===== config.mk =====
export PLATFORM = sky130hd
export DESIGN_NAME = markup_tokenizer
export DESIGN_NICKNAME = d
export VERILOG_FILES = /design/src/design/mt_pkg.sv /design/src/design/mt_front.sv /design/src/design/mt_queue.sv /design/src/design/mt_back.sv /design/src/design/markup_tokenizer.sv
export SDC_FILE = /design/constraint.sdc
export NUM_CORES = 1
export LEC_CHECK = 0
export BUFFER_PORTS_ARGS = -buffer_cell sky130_fd_sc_hd__buf_2
export CAP_MARGIN = 40
export CORE_MARGIN = 3
export CORE_UTILIZATION = 55
export DETAILED_ROUTE_END_ITERATION = 10
export GPL_TIMING_DRIVEN = 1
export PLACE_DENSITY = 0.82
export SLEW_MARGIN = 20
export SYNTH_ARGS = -nofsm -noshare
export SYNTH_HDL_FRONTEND = slang
export SYNTH_HIERARCHICAL = 1
export SYNTH_SLANG_ARGS = --single-unit
export TNS_END_PERCENT = 100

===== constraint.sdc =====
create_clock -name clk -period 9.1 [get_ports clk]
set_input_delay 1.82 -clock clk [delete_from_list [all_inputs] [get_ports clk]]
set_output_delay 1.82 -clock clk [all_outputs]
set_load 0.01 [all_outputs]

===== src/design/mt_pkg.sv =====
// ----------------------------------------------------------------------------
// mt_pkg
// Shared types, character codes and helpers for the markup tokenizer.
// ----------------------------------------------------------------------------
package mt_pkg;

  // token kinds as they leave the block
  localparam logic [1:0] KIND_IDENT  = 2'd0;
  localparam logic [1:0] KIND_SYMBOL = 2'd1;
  localparam logic [1:0] KIND_SINGLE = 2'd2;
  localparam logic [1:0] KIND_DOUBLE = 2'd3;

  // character codes
  localparam logic [7:0] CH_SPACE     = 8'h20;
  localparam logic [7:0] CH_TAB       = 8'h09;
  localparam logic [7:0] CH_NEWLINE   = 8'h0A;
  localparam logic [7:0] CH_RETURN    = 8'h0D;
  localparam logic [7:0] CH_LT        = 8'h3C;
  localparam logic [7:0] CH_GT        = 8'h3E;
  localparam logic [7:0] CH_SLASH     = 8'h2F;
  localparam logic [7:0] CH_EQUAL     = 8'h3D;
  localparam logic [7:0] CH_SQUOTE    = 8'h27;
  localparam logic [7:0] CH_DQUOTE    = 8'h22;
  localparam logic [7:0] CH_BACKSLASH = 8'h5C;

  localparam int unsigned QDEPTH = 4;
  localparam int unsigned QPTR_W = 2;

  localparam logic [15:0] FIELD_MAX = 16'hFFFF;

  // one queue word: up to two tokens caused by one text byte; the second
  // one, when present, is always a one-byte symbol
  typedef struct packed {
    logic [15:0] start;
    logic [15:0] length;
    logic [1:0]  kind;
    logic        unterm;
    logic        pair;
    logic [15:0] sym_start;
  } tok_entry_t;

  function automatic logic [15:0] sat_start(input logic [31:0] v);
    return (v > 32'(FIELD_MAX)) ? FIELD_MAX : v[15:0];
  endfunction

  // length held to 1 .. 65535
  function automatic logic [15:0] sat_len(input logic [32:0] v);
    logic [15:0] r;
    if (v > 33'(FIELD_MAX)) r = FIELD_MAX;
    else if (v == '0)       r = 16'd1;
    else                    r = v[15:0];
    return r;
  endfunction

endpackage


===== src/design/mt_front.sv =====
// ----------------------------------------------------------------------------
// mt_front
// Lexer front end: takes one text byte per cycle while the queue is not full,
// tracks lexer mode and byte positions, and queues the tokens each byte closes.
// ----------------------------------------------------------------------------
module mt_front #(
  parameter int POSITION_BITS = 16
) (
  input  logic              clk,
  input  logic              rst_n,
  input  logic              in_valid,
  output logic              in_ready,
  input  logic [7:0]        in_text_byte,
  input  logic              in_end_of_text,
  input  logic              q_full,
  output logic              push_valid,
  output mt_pkg::tok_entry_t push_data
);
  import mt_pkg::*;

  localparam logic [1:0] MODE_BETWEEN = 2'd0;
  localparam logic [1:0] MODE_IDENT   = 2'd1;
  localparam logic [1:0] MODE_SINGLE  = 2'd2;
  localparam logic [1:0] MODE_DOUBLE  = 2'd3;

  localparam logic [POSITION_BITS-1:0] POS_MAX = '1;

  logic [1:0]               mode_r, mode_nxt, mode_step;
  logic [POSITION_BITS-1:0] pos_r, pos_nxt;
  logic [POSITION_BITS-1:0] begin_r, begin_nxt, begin_step;
  logic                     esc_r, esc_nxt, esc_step;

  logic                     accept;
  logic                     is_space, is_symbol;
  logic [7:0]               closer;
  logic [POSITION_BITS-1:0] span, flush_span;
  logic                     a_emit, b_emit, a_unterm;
  logic [31:0]              a_start_w;
  logic [32:0]              a_len_w;
  logic [1:0]               a_kind;

  assign in_ready = !q_full;
  assign accept   = in_valid && in_ready;

  assign is_space  = (in_text_byte == CH_SPACE) || (in_text_byte == CH_TAB) ||
                     (in_text_byte == CH_NEWLINE) || (in_text_byte == CH_RETURN);
  assign is_symbol = (in_text_byte == CH_LT) || (in_text_byte == CH_GT) ||
                     (in_text_byte == CH_SLASH) || (in_text_byte == CH_EQUAL);
  assign closer    = (mode_r == MODE_SINGLE) ? CH_SQUOTE : CH_DQUOTE;

  // begin never passes pos: both reset together and pos only counts up
  assign span       = pos_r - begin_r;
  assign flush_span = pos_r - begin_step;

  always_comb begin
    a_emit     = 1'b0;
    b_emit     = 1'b0;
    a_unterm   = 1'b0;
    a_start_w  = 32'(begin_r);
    a_len_w    = 33'(span);
    a_kind     = KIND_IDENT;
    mode_step  = mode_r;
    begin_step = begin_r;
    esc_step   = esc_r;

    unique case (mode_r)
      MODE_IDENT: begin
        if (is_space || is_symbol) begin
          a_emit    = 1'b1;
          b_emit    = is_symbol;
          mode_step = MODE_BETWEEN;
        end
      end
      MODE_SINGLE, MODE_DOUBLE: begin
        if (esc_r) begin
          esc_step = 1'b0;
        end else if (in_text_byte == closer) begin
          a_emit    = 1'b1;
          a_len_w   = 33'(span) + 33'd1;
          a_kind    = (mode_r == MODE_SINGLE) ? KIND_SINGLE : KIND_DOUBLE;
          mode_step = MODE_BETWEEN;
        end else if (in_text_byte == CH_BACKSLASH) begin
          esc_step = 1'b1;
        end
      end
      default: begin
        if (in_text_byte == CH_SQUOTE) begin
          mode_step  = MODE_SINGLE;
          begin_step = pos_r;
        end else if (in_text_byte == CH_DQUOTE) begin
          mode_step  = MODE_DOUBLE;
          begin_step = pos_r;
        end else if (is_symbol) begin
          a_emit    = 1'b1;
          a_start_w = 32'(pos_r);
          a_len_w   = 33'd1;
          a_kind    = KIND_SYMBOL;
        end else if (!is_space) begin
          mode_step  = MODE_IDENT;
          begin_step = pos_r;
        end
      end
    endcase

    mode_nxt  = mode_step;
    begin_nxt = begin_step;
    esc_nxt   = esc_step;
    pos_nxt   = (pos_r == POS_MAX) ? pos_r : pos_r + 1'b1;

    // end of text: a flush or the error word always lands in the first slot,
    // which is free in every case that reaches here
    if (in_end_of_text) begin
      if (mode_step == MODE_IDENT) begin
        a_emit    = 1'b1;
        a_start_w = 32'(begin_step);
        a_len_w   = 33'(flush_span) + 33'd1;
        a_kind    = KIND_IDENT;
      end else if (mode_step == MODE_SINGLE || mode_step == MODE_DOUBLE) begin
        a_emit    = 1'b1;
        a_unterm  = 1'b1;
        a_start_w = '0;
        a_len_w   = '0;
        a_kind    = KIND_IDENT;
      end
      mode_nxt  = MODE_BETWEEN;
      begin_nxt = '0;
      esc_nxt   = 1'b0;
      pos_nxt   = '0;
    end
  end

  assign push_valid          = accept && a_emit;
  assign push_data.start     = sat_start(a_start_w);
  assign push_data.length    = a_unterm ? '0 : sat_len(a_len_w);
  assign push_data.kind      = a_kind;
  assign push_data.unterm    = a_unterm;
  assign push_data.pair      = b_emit;
  assign push_data.sym_start = sat_start(32'(pos_r));

  always_ff @(posedge clk) begin
    if (!rst_n) begin
      mode_r  <= MODE_BETWEEN;
      pos_r   <= '0;
      begin_r <= '0;
      esc_r   <= 1'b0;
    end else if (accept) begin
      mode_r  <= mode_nxt;
      pos_r   <= pos_nxt;
      begin_r <= begin_nxt;
      esc_r   <= esc_nxt;
    end
  end

endmodule


===== src/design/mt_queue.sv =====
// ----------------------------------------------------------------------------
// mt_queue
// Short FIFO of token words between the lexer front end and the output stage.
// ----------------------------------------------------------------------------
module mt_queue (
  input  logic               clk,
  input  logic               rst_n,
  input  logic               push_valid,
  input  mt_pkg::tok_entry_t push_data,
  output logic               full,
  input  logic               pop,
  output logic               empty,
  output mt_pkg::tok_entry_t head
);
  import mt_pkg::*;

  tok_entry_t          mem_r [QDEPTH];
  logic [QPTR_W-1:0]   wr_ptr_r, rd_ptr_r;
  logic [QPTR_W:0]     count_r, count_nxt;
  logic                do_push, do_pop;

  assign full    = (count_r == (QPTR_W+1)'(QDEPTH));
  assign empty   = (count_r == '0);
  assign head    = mem_r[rd_ptr_r];
  assign do_push = push_valid && !full;
  assign do_pop  = pop && !empty;

  always_comb begin
    count_nxt = count_r;
    if (do_push && !do_pop)      count_nxt = count_r + 1'b1;
    else if (do_pop && !do_push) count_nxt = count_r - 1'b1;
  end

  always_ff @(posedge clk) begin
    if (do_push) begin
      mem_r[wr_ptr_r] <= push_data;
    end
  end

  always_ff @(posedge clk) begin
    if (!rst_n) begin
      wr_ptr_r <= '0;
      rd_ptr_r <= '0;
      count_r  <= '0;
    end else begin
      if (do_push) wr_ptr_r <= wr_ptr_r + 1'b1;
      if (do_pop)  rd_ptr_r <= rd_ptr_r + 1'b1;
      count_r <= count_nxt;
    end
  end

endmodule


===== src/design/mt_back.sv =====
// ----------------------------------------------------------------------------
// mt_back
// Output stage: unpacks queue words into single tokens and holds each in the
// output register until the receiver takes it.
// ----------------------------------------------------------------------------
module mt_back (
  input  logic               clk,
  input  logic               rst_n,
  input  logic               q_empty,
  input  mt_pkg::tok_entry_t head,
  output logic               pop,
  output logic               out_valid,
  input  logic               out_ready,
  output logic [15:0]        out_token_start,
  output logic [15:0]        out_token_length,
  output logic [1:0]         out_token_kind,
  output logic               out_unterminated,
  output logic               out_last_of_run
);
  import mt_pkg::*;

  logic        valid_r;
  logic        second_r;   // first token of a pair already sent
  logic [15:0] start_r, length_r;
  logic [1:0]  kind_r;
  logic        unterm_r, last_r;
  logic        load;

  assign load = (!valid_r || out_ready) && !q_empty;
  assign pop  = load && (second_r || !head.pair);

  always_ff @(posedge clk) begin
    if (!rst_n) begin
      valid_r  <= 1'b0;
      second_r <= 1'b0;
    end else if (load) begin
      valid_r  <= 1'b1;
      second_r <= head.pair && !second_r;
    end else if (out_ready) begin
      valid_r  <= 1'b0;
    end
  end

  always_ff @(posedge clk) begin
    if (load) begin
      if (second_r) begin
        start_r  <= head.sym_start;
        length_r <= 16'd1;
        kind_r   <= KIND_SYMBOL;
        unterm_r <= 1'b0;
        last_r   <= 1'b1;
      end else begin
        start_r  <= head.start;
        length_r <= head.length;
        kind_r   <= head.kind;
        unterm_r <= head.unterm;
        last_r   <= !head.pair;
      end
    end
  end

  assign out_valid        = valid_r;
  assign out_token_start  = start_r;
  assign out_token_length = length_r;
  assign out_token_kind   = kind_r;
  assign out_unterminated = unterm_r;
  assign out_last_of_run  = last_r;

endmodule


===== src/design/markup_tokenizer.sv =====
// ----------------------------------------------------------------------------
// markup_tokenizer
// Splits a markup byte stream into identifier, symbol and quoted-string tokens.
// ----------------------------------------------------------------------------
// Usage:
//   Input channel (in_valid/in_ready): one text byte per word, with
//   in_end_of_text high on the last byte of a text. Result channel
//   (out_valid/out_ready): one token per word, as start, length and kind;
//   out_last_of_run marks the last token caused by one byte, and
//   out_unterminated flags a text that ended inside a string.
//   Throughput: one byte per cycle while the queue is not full. A byte that
//   closes an identifier with a symbol gives two tokens, sent one after the
//   other by the single output register. Each byte's word enters the queue,
//   then its first token loads into the output register once that is free.
//   A four-word queue sits between the lexer and the output register, so
//   bytes keep flowing while a result waits; in_ready falls only once the
//   queue is full. A stalled result holds steady until taken.
//   Reset clears the lexer to the between-tokens state at position zero and
//   empties the queue; the end-of-text byte does the same for the lexer.
// ----------------------------------------------------------------------------
module markup_tokenizer #(
  parameter int POSITION_BITS = 16
) (
  input  logic        clk,
  input  logic        rst_n,
  input  logic        in_valid,
  output logic        in_ready,
  input  logic [7:0]  in_text_byte,
  input  logic        in_end_of_text,
  output logic        out_valid,
  input  logic        out_ready,
  output logic [15:0] out_token_start,
  output logic [15:0] out_token_length,
  output logic [1:0]  out_token_kind,
  output logic        out_unterminated,
  output logic        out_last_of_run
);
  import mt_pkg::*;

  logic       push_valid, q_full, q_empty, pop;
  tok_entry_t push_data, head;

  mt_front #(
    .POSITION_BITS(POSITION_BITS)
  ) u_front (
    .clk           (clk),
    .rst_n         (rst_n),
    .in_valid      (in_valid),
    .in_ready      (in_ready),
    .in_text_byte  (in_text_byte),
    .in_end_of_text(in_end_of_text),
    .q_full        (q_full),
    .push_valid    (push_valid),
    .push_data     (push_data)
  );

  mt_queue u_queue (
    .clk       (clk),
    .rst_n     (rst_n),
    .push_valid(push_valid),
    .push_data (push_data),
    .full      (q_full),
    .pop       (pop),
    .empty     (q_empty),
    .head      (head)
  );

  mt_back u_back (
    .clk             (clk),
    .rst_n           (rst_n),
    .q_empty         (q_empty),
    .head            (head),
    .pop             (pop),
    .out_valid       (out_valid),
    .out_ready       (out_ready),
    .out_token_start (out_token_start),
    .out_token_length(out_token_length),
    .out_token_kind  (out_token_kind),
    .out_unterminated(out_unterminated),
    .out_last_of_run (out_last_of_run)
  );

endmodule


==> results of run 1 <==
[worst max-delay path: cells and delay by family]
| kind | cells | cell delay (ns) |
|---|---|---|
| AND/OR/NAND/NOR | 10 | 3.05 |
| AO/OA/AOI/OAI | 5 | 1.41 |
| buffers and inverters | 2 | 0.18 |
| XOR/XNOR | 1 | 0.10 |
| adder cells (fa/ha/maj) | 2 | 0.74 |
[sequential cells by signal (all words and copies together), names as in the netlist, named ones only]
register and cells:
u_queue/wr_ptr_r 2, u_back/out_unterminated 1, u_queue/count_r 3, u_front/esc_r 1, u_back/out_token_start 16, u_back/out_last_of_run 1
u_front/pos_r 16, u_front/mode_r 2, u_queue/mem_r 208, u_back/out_valid 1, u_back/out_token_length 16, u_queue/rd_ptr_r 2
u_front/begin_r 16, u_back/out_token_kind 2, u_back/second_r 1
[final cells by class]
class | count | share of cell area
tap | 335 | 0.0254
clock buffer | 40 | 0.0520
timing repair buffer | 69 | 0.0265
inverter | 45 | 0.0102
sequential | 290 | 0.500
clock inverter | 13 | 0.00727
multi-input combinational | 753 | 0.379
[layer usage]
metal | up-vias | global-route usage
met3 | 47 | 0.0310
li1 | 4524 | -
met5 | - | 0
met1 | 4812 | 0.315
met2 | 353 | 0.389
met4 | 0 | 0.0675
[power by group through the flow]
stage | Clock, mW | Combinational [mW] | Sequential (mW)
3_5_place_dp | 0 | 0.880 | 1.74
2_1_floorplan | 0 | 0.614 | 1.78
5_1_grt | 1.25 | 0.959 | 1.73
4_1_cts | 1.20 | 0.891 | 1.72
3_3_place_gp | 0 | 0.831 | 1.74
6_report | 1.18 | 0.876 | 1.71
[cell usage in the layout (no fill, tap or decap), types with 25 or more instances in the layout]
cell type and n:
ha_1 33, clkbuf_16 31, xnor2_1 41, and2_1 26
mux4_2 52, dfxtp_1 44, inv_1 45, nor2b_1 48
edfxtp_1 244, buf_2 51, a21oi_1 27, o21ai_0 25
nor2_1 49, nand2_1 63
[through the flow]
step / power [mW] / hold WS [ns]
finish: 3.77 / 0.501
global route: 3.94 / 0.525
CTS: 3.81 / 0.503
detailed placement: 2.62 / 0.492
global placement: 2.57 / 0.481
floorplan: 2.40 / 0.468
[cells by family after synthesis]
| logic type | count (synthesis) | share of synthesized area |
|---|---|---|
| AND/OR/NAND/NOR | 353 | 0.134 |
| flip-flops | 290 | 0.549 |
| AO/OA/AOI/OAI | 213 | 0.107 |
| buffers and inverters | 99 | 0.0355 |
| multiplexers | 88 | 0.106 |
| XOR/XNOR | 62 | 0.0362 |
| adder cells (fa/ha/maj) | 37 | 0.0322 |
[worst min-delay path by stage]
stage                              from  cells past startpoint                  end  slack [ns]
finish              u_queue/wr_ptr_r[1]                      2  u_queue/wr_ptr_r[1]        0.50
global route        u_queue/wr_ptr_r[1]                      2  u_queue/wr_ptr_r[1]        0.52
CTS                 u_queue/wr_ptr_r[0]                      2  u_queue/wr_ptr_r[0]        0.50
detailed placement  u_queue/wr_ptr_r[0]                      2  u_queue/wr_ptr_r[0]        0.49
global placement    u_queue/wr_ptr_r[1]                      2  u_queue/wr_ptr_r[1]        0.48
floorplan           u_queue/wr_ptr_r[1]                      2  u_queue/wr_ptr_r[1]        0.47
==> summary.md, run 1 <==
| Metric | Value |
|---|---|
| Dominant cells by area after synthesis | `edfxtp_1 (49%), mux4_2 (7.8%), dfxtp_1 (6.1%), ha_1 (2.8%), xnor2_1 (2.4%)` |
| Port Buffers | `50` |
| Ratio of cells with drive above 1 in the final layout | `0.196` |
| Post-synth EDFFs | `244` |
| Main flop type after synthesis | `edfxtp_1` |
| Post-route cell area | `0.0165 mm^2` |
| Most frequent cell after synthesis | `edfxtp_1` |
| TritonRoute pass-1 iters | `5` |
| Period utilisation layout | `0.766` |
| Max clock buf depth | `3` |
| RSZ-0062 raised after global routing | `false` |
| CTS tree | `yes` |
| I/O pins | `51` |
| Synth async-reset ratio | `0` |
| Post-synthesis cell area | `0.0150 mm^2` |
| Worst slew pin tran | `0.965 ns` |
| Slew Limit Fails | `0` |
| 1st-iter DRT viols | `946` |
| Full die area | `0.0293 mm^2` |
| Sequential fraction of the synthesis area | `0.549` |
| Commonest cells in the netlist | `edfxtp_1 (244), nand2_1 (63), mux4_2 (52)` |
| Vias per Instance | `6.30` |
| Startpoint types | `input pin` |
| Fmax achieved | `144 MHz` |
| Cell accounting for the most synthesized area | `edfxtp_1` |
| Fin. Hold Viols | `0` |
| Clk pwr share | `0.314` |
| # diodes | `0` |
| First-pass GRT wire length | `52.8 mm` |
| Sequential Area | `0.00825 mm^2` |
| Post-CTS setup buffer count | `0` |
| CTS hold repair buffers | `0` |
| Cts repair resizes | `0` |
| Crit path capture type | `register` |
| Filler Cell Count | `1944` |
| #FFs+latches synth | `290` |
| Status | `finished, final reports clean` |
| Largest net degree at the start of global routing | `53` |
| Initial Utilization | `0.568` |
| Clock Tree Root | `clkbuf_16` |
| Slowest cell delay on critical path | `0.71 ns` |
| Top-area cell type share of the netlist area | `0.488` |
| Vias in the first global route | `9514` |
| Core region area | `0.0264 mm^2` |
| Post-synth net total | `1191` |
| Met1 Wirelength | `14.3 mm` |
| Multi-input gate area | `0.00626 mm^2` |
| Syn avg cell area | `13.1 um^2` |
| CP most frequent cell | `nor4b_2` |
| R2R Path End | `u_queue/mem_r[1][20]` |
| Die Y | `171 um` |
| Post-placement cell count | `1492` |
| CP Capture Point | `u_queue/mem_r[1][20]` |
| Antenna violations before repair | `0` |
| Worst EP arrival | `7.33 ns` |
| Hold Crit Class | `reg -> reg` |
| CTS Buf Count | `29` |
| Setup Viol. Count Final | `0` |
| Worst setup startpoint | `in_text_byte[7]` |
| Post-DP HPWL | `22.8 mm` |
| VDD IR max | `170 uV` |
| Area after DPL | `0.0155 mm^2` |
| Reg clk slew, reported paths | `0.07 ns` |
| CTS sink count | `290` |
| CP Max Fanout | `13` |
| Worst rel slew slack | `0.348` |
| Site Rows | `59` |
| Internal power | `2.75 mW` |
| Worst path slowest cell | `nor3b_1` |
| Clk_lat worst skew | `0.54 ns` |
| Post-place setup slack | `1.70 ns` |
| H-tree levels | `1` |
| Gpl congestion | `0.945` |
| Setup ws final | `2.13 ns` |
| Worst reg-to-reg path cell count | `17` |
| Finished Layout Cells | `1545` |
| Setup TNS | `0 ns` |
| Final nets | `1237` |
| PD cells | `228 mW/mm^2` |
| Synth unique cells | `98` |
| Switch share | `0.272` |
| Critical R2R Launch | `u_front/mode_r[1]` |
| Total Wirelength | `33.4 mm` |
| Congestion Overflow GR | `0` |
| Logic pwr share | `0.232` |
| Critical Path RT | `9.46 ns` |
| Total Routing Usage GR | `0.230` |
| Critical path, cell by cell | `buf_2 -> nor3b_1 -> o211ai_1 -> nand4_2 -> nand2_1 -> o21ai_0 -> ha_1 -> inv_1 -> fa_1 -> and2_2 -> and4_1 -> a2111o_1 -> or4_4 -> nor4b_2 -> xor2_1 -> a22oi_1 -> nand4_1 -> nor4b_2 -> o2111ai_1 -> nand3_1` |
| DR DRC count | `0` |
| DR WL met2 | `16.3 mm` |
| Area growth syn-to-layout | `10.0%` |
| Register-to-register setup slack | `3.48 ns` |
| Mapped Cells | `1142` |
| Top Layer Used | `met4` |
| DR WL/cell | `21.6 um` |
| Post-layout util | `0.625` |
| MaxCap Viol Count | `0` |
| Final min period | `6.97 ns` |
| DRT antenna net count | `0` |
| Vias | `9736` |
| Worst clock skew | `0.0203 ns` |
| Synthesis Warnings | `6` |
| Net Sw Power | `1.03 mW` |
| Met3 WL | `1.94 mm` |
| Setup Crit Path Kind | `in -> reg` |
| Leakage | `5.68 nW` |
| Die width | `171 um` |
| Sequential power share | `0.454` |
Note: power is estimated with default switching activity, not from simulation.
==> run 2, diff against run 1 <==
- clock period: 9.1 -> 7.3 ns (I/O delays scaled with it)
==> summary.md, run 2 (same netlist as run 1, synthesis figures left out) <==
| Metric | Value |
|---|---|
| Fmax achieved | `157 MHz` |
| Total Routing Usage GR | `0.232` |
| Startpoint types | `input pin` |
| Post-DP HPWL | `22.9 mm` |
| Worst reg-to-reg path cell count | `18` |
| Total Wirelength | `33.9 mm` |
| Largest Register | `u_queue/mem_r` |
| Worst path slowest cell | `nor3b_1` |
| Fin. Hold Viols | `0` |
| CP most frequent cell | `nor4b_2` |
| CTS hold repair buffers | `0` |
| DR DRC count | `0` |
| Largest register FFs | `208` |
| Ratio of cells with drive above 1 in the final layout | `0.198` |
| CP Max Fanout | `8` |
| DR WL/cell | `21.9 um` |
| Slew Limit Fails | `0` |
| Worst slew pin tran | `0.848 ns` |
| PD cells | `283 mW/mm^2` |
| Leakage | `5.69 nW` |
| Most common library cell in the layout ignoring fill and taps | `edfxtp_1` |
| Post-place setup slack | `0.451 ns` |
| TritonRoute pass-1 iters | `5` |
| Clock Tree Root | `clkbuf_16` |
| Gpl congestion | `0.969` |
| Hold slack | `0.497 ns` |
| Max clock buf depth | `3` |
| DRT antenna net count | `0` |
| 1st-iter DRT viols | `1011` |
| CTS sink count | `290` |
| Vias | `9790` |
| Period utilisation layout | `0.874` |
| Status | `finished, final reports clean` |
| Die width | `171 um` |
| Reg clk slew, reported paths | `0.06 ns` |
| Full die area | `0.0293 mm^2` |
| Clk_lat worst skew | `0.54 ns` |
| Post-layout util | `0.625` |
| Cells on Worst Hold Path | `2` |
| Critical Path RT | `7.68 ns` |
| Final nets | `1240` |
| Crit path capture type | `register` |
| MaxCap Viol Count | `0` |
| Antenna violations before repair | `1` |
| Initial Utilization | `0.568` |
| CTS Buf Count | `28` |
| Vias per Instance | `6.32` |
| Die Y | `171 um` |
| Largest net degree at the start of global routing | `53` |
| Final min period | `6.38 ns` |
| Core region area | `0.0264 mm^2` |
| Worst rel slew slack | `0.434` |
| # diodes | `0` |
| Total power | `4.68 mW` |
| Port Buffers | `50` |
| I/O pins | `51` |
| Post-CTS setup buffer count | `0` |
| Hold Crit Class | `reg -> reg` |
| RSZ-0062 raised after global routing | `false` |
| Slowest cell delay on critical path | `0.70 ns` |
| Most frequent cells in the layout | `edfxtp_1 (244), nand2_1 (63), buf_2 (54)` |
| Worst clock skew | `0.0116 ns` |
| First-pass GRT wire length | `53.2 mm` |
| H-tree levels | `1` |
| Setup Crit Path Kind | `in -> reg` |
| Setup ws final | `0.922 ns` |
| VDD IR max | `191 uV` |
| Cts repair resizes | `0` |
| Site Rows | `59` |
| Setup TNS | `0 ns` |
| Critical path, cell by cell | `buf_2 -> nor3b_1 -> o211ai_1 -> nand4_2 -> nand2_1 -> o21ai_0 -> ha_1 -> inv_1 -> fa_1 -> and2_2 -> and4_1 -> a2111o_1 -> or4_4 -> nor4b_2 -> xor2_1 -> a22oi_1 -> nand4_1 -> nor4b_2 -> o2111ai_1 -> nand3_1` |
| Vias in the first global route | `9546` |
| Area growth syn-to-layout | `10.0%` |
| CTS tree | `yes` |
| Worst EP arrival | `6.75 ns` |
| Setup Viol. Count Final | `0` |
| Congestion Overflow GR | `0` |
## run 2: final timing paths
check | from | endpoint | slack (ns)
min reg2reg | u_queue/wr_ptr_r[0] | u_queue/wr_ptr_r[0] | 0.50
max reg2reg | u_front/mode_r[1] | u_queue/mem_r[0][20] | 1.99
min | u_queue/wr_ptr_r[0] | u_queue/wr_ptr_r[0] | 0.50
max | in_text_byte[7] | u_queue/mem_r[0][20] | 0.92
## run 2: critical path, delay by kind of cell
| family | cells | cell delay, ns |
|---|---|---|
| AO/OA/AOI/OAI | 5 | 1.43 |
| XOR/XNOR | 1 | 0.10 |
| adder cells (fa/ha/maj) | 2 | 0.73 |
| buffers and inverters | 2 | 0.18 |
| AND/OR/NAND/NOR | 10 | 2.84 |
## run 2: through the flow
| step | cells | cell area (um^2) |
|---|---|---|
| 2_1_floorplan | 1142 | 15000 |
| 5_1_grt | 1548 | 16500 |
| 3_5_place_dp | 1493 | 15500 |
| 3_3_place_gp | 1485 | 15400 |
| 6_report | 1548 | 16500 |
| 4_1_cts | 1545 | 16500 |
## run 2: cell type report
| cell class | count | area, um^2 |
|---|---|---|
| repair buffers | 73 | 473 |
| clock buffers | 40 | 838 |
| inverters | 45 | 169 |
| clock inverters | 12 | 105 |
| multi-input cells | 753 | 6260 |
| flip-flops and latches | 290 | 8250 |
| fillers | 1940 | 9910 |
| well taps | 335 | 419 |
## run 2: power by group
| part | switching [mW] | internal, mW | total (mW) | leakage, nW |
|---|---|---|---|---|
| registers | 0.0695 | 2.06 | 2.13 | 2.65 |
| clock network | 0.605 | 0.840 | 1.44 | 0.468 |
| logic | 0.608 | 0.495 | 1.10 | 2.56 |
| total | 1.28 | 3.40 | 4.68 | 5.69 |
## run 2: per-layer routing
metal	vias to the layer above	GRT usage	routed length (um)
met1	4825	0.326	14500
met4	2	0.0745	949
met3	70	0.0331	2250
met2	375	0.380	16200
met5	-	0	13
li1	4518	-	-
==> run 3, diff against run 2 <==
- CELL_PAD_IN_SITES_DETAIL_PLACEMENT: default -> 0
- CELL_PAD_IN_SITES_GLOBAL_PLACEMENT: default -> 1
- CORE_ASPECT_RATIO: default -> 1.5
- CORE_MARGIN: 3 -> default
- CORE_UTILIZATION: 55 -> 52
- PLACE_DENSITY: 0.82 -> 0.9
==> summary.md, run 3 (same netlist as run 1, synthesis figures left out) <==
| Metric | Value |
|---|---|
| Status | `finished, final reports clean` |
| DRT antenna net count | `0` |
| Site Rows | `75` |
| Full die area | `0.0296 mm^2` |
| I/O pins | `51` |
| Clock Tree Root | `clkbuf_16` |
| Logic pwr share | `0.244` |
| Largest register FFs | `208` |
| CTS sink count | `290` |
| Max clock buf depth | `3` |
| Total Wirelength | `34.5 mm` |
| Period utilisation layout | `0.880` |
| Die Y | `210 um` |
| Gpl congestion | `0.936` |
| Filler Cell Count | `2196` |
| Fin. Hold Viols | `0` |
| Setup Viol. Count Final | `0` |
| TritonRoute pass-1 iters | `5` |
| Internal power | `3.35 mW` |
| RSZ-0062 raised after global routing | `false` |
| Antenna violations before repair | `0` |
| Port Buffers | `50` |
| Post-layout util | `0.583` |
| Vias | `9693` |
| Post-CTS setup buffer count | `0` |
| Clk pwr share | `0.295` |
| Register-to-register setup slack | `1.94 ns` |
| Ratio of cells with drive above 1 in the final layout | `0.189` |
| Post-route cell area | `0.0164 mm^2` |
| # diodes | `0` |
| First-pass GRT wire length | `54.7 mm` |
| Largest net degree at the start of global routing | `53` |
| Cells on Worst Hold Path | `2` |
| Clk_lat worst skew | `0.54 ns` |
| Switch share | `0.273` |
| Worst clock skew | `0.0280 ns` |
| Hold slack | `0.509 ns` |
| PD cells | `281 mW/mm^2` |
| Crit path capture type | `register` |
| VDD IR max | `138 uV` |
| Worst Hold Path EP | `u_queue/wr_ptr_r[0]` |
| Congestion Overflow GR | `0` |
| Leakage | `5.62 nW` |
| Total Routing Usage GR | `0.241` |
| Net Sw Power | `1.26 mW` |
| Fmax achieved | `156 MHz` |
| Core region area | `0.0282 mm^2` |
| Post-place setup slack | `0.433 ns` |
| Area growth syn-to-layout | `9.39%` |
| Worst rel slew slack | `0.354` |
| Multi-input gate area | `0.00625 mm^2` |
| Setup TNS | `0 ns` |
| Area after DPL | `0.0156 mm^2` |
| Worst reg-to-reg path cell count | `17` |
| Cts repair resizes | `0` |
| CTS hold repair buffers | `0` |
| Reg clk slew, reported paths | `0.07 ns` |
| Final min period | `6.42 ns` |
| CTS tree | `yes` |
| Post-DP HPWL | `24.1 mm` |
| Hold Crit Class | `reg -> reg` |
| H-tree levels | `1` |
| Hold_sp | `u_queue/wr_ptr_r[0]` |
| Setup ws final | `0.879 ns` |
| Sequential Area | `0.00825 mm^2` |
| Startpoint types | `input pin` |
| CP Max Fanout | `8` |
| Initial Utilization | `0.533` |
| Worst EP arrival | `6.80 ns` |
| Slew Limit Fails | `0` |
| Critical Path RT | `7.68 ns` |
| Vias per Instance | `6.24` |
| DR WL/cell | `22.2 um` |
| Largest Register | `u_queue/mem_r` |
| Final nets | `1236` |
| Die width | `141 um` |
| CTS Buf Count | `26` |
| Worst slew pin tran | `0.956 ns` |
| Sequential power share | `0.461` |
| Critical R2R Launch | `u_front/mode_r[1]` |
| Setup Crit Path Kind | `in -> reg` |
| Most common library cell in the layout ignoring fill and taps | `edfxtp_1` |
| 1st-iter DRT viols | `758` |
| R2R Path End | `u_queue/mem_r[2][20]` |
| DR DRC count | `0` |
| Most frequent cells in the layout | `edfxtp_1 (244), nand2_1 (63), mux4_2 (52)` |
| MaxCap Viol Count | `0` |
| Vias in the first global route | `9922` |
==> run 3: area by class of cell <==
class,instances,area share
Sequential cell,290,0.503
Multi-Input combinational cell,753,0.380
Clock buffer,37,0.0453
Timing Repair Buffer,71,0.0280
Tap cell,346,0.0264
Inverter,45,0.0103
Clock inverter,11,0.00693
==> run 3: per-stage QoR <==
| stage | cells | total power [mW] |
|---|---|---|
| 3_3_place_gp | 1500 | 3.22 |
| 3_5_place_dp | 1505 | 3.29 |
| 5_1_grt | 1553 | 4.80 |
| 6_report | 1553 | 4.61 |
| 4_1_cts | 1553 | 4.64 |
| 2_1_floorplan | 1142 | 2.99 |
==> run 3: worst max path at each step <==
stage | start | to | slack [ns] | depth (start not counted)
global route | in_text_byte[7] | u_queue/mem_r[2][20] | 0.45 | 20
finish | in_text_byte[7] | u_queue/mem_r[2][20] | 0.88 | 20
floorplan | in_text_byte[3] | u_queue/mem_r[0][20] | 0.86 | 19
CTS | in_text_byte[7] | u_queue/mem_r[2][20] | 0.96 | 20
detailed placement | in_text_byte[7] | u_queue/mem_r[0][20] | 0.43 | 20
global placement | in_text_byte[7] | u_queue/mem_r[0][20] | 0.52 | 20
==> run 3: power by group through the flow <==
stage,clock network (mW),registers (mW),logic [mW]
6_report,1.36,2.12,1.12
5_1_grt,1.45,2.14,1.21
4_1_cts,1.38,2.13,1.14
3_5_place_dp,0,2.16,1.13
3_3_place_gp,0,2.15,1.07
2_1_floorplan,0,2.22,0.765
==> run 3: routing by layer <==
layer,global-route usage,vias to the layer above,routed length [um]
li1,-,4500,-
met1,0.296,4840,14000
met2,0.421,275,17500
met3,0.0259,78,1300
met4,0.125,0,1720
met5,0,-,0
==> run 3: critical path, cell delays in order <==
cell,delay [ns]
buf_2,0.12
nor3b_1,0.70
o211ai_1,0.36
nand4_2,0.27
nand2_1,0.08
o21ai_0,0.13
ha_1,0.25
inv_1,0.06
fa_1,0.48
and2_2,0.24
and4_1,0.21
a2111o_1,0.40
or4_4,0.45
nor4b_2,0.29
xor2_1,0.10
a22oi_1,0.39
nand4_1,0.21
nor4b_2,0.25
o2111ai_1,0.14
nand3_1,0.19
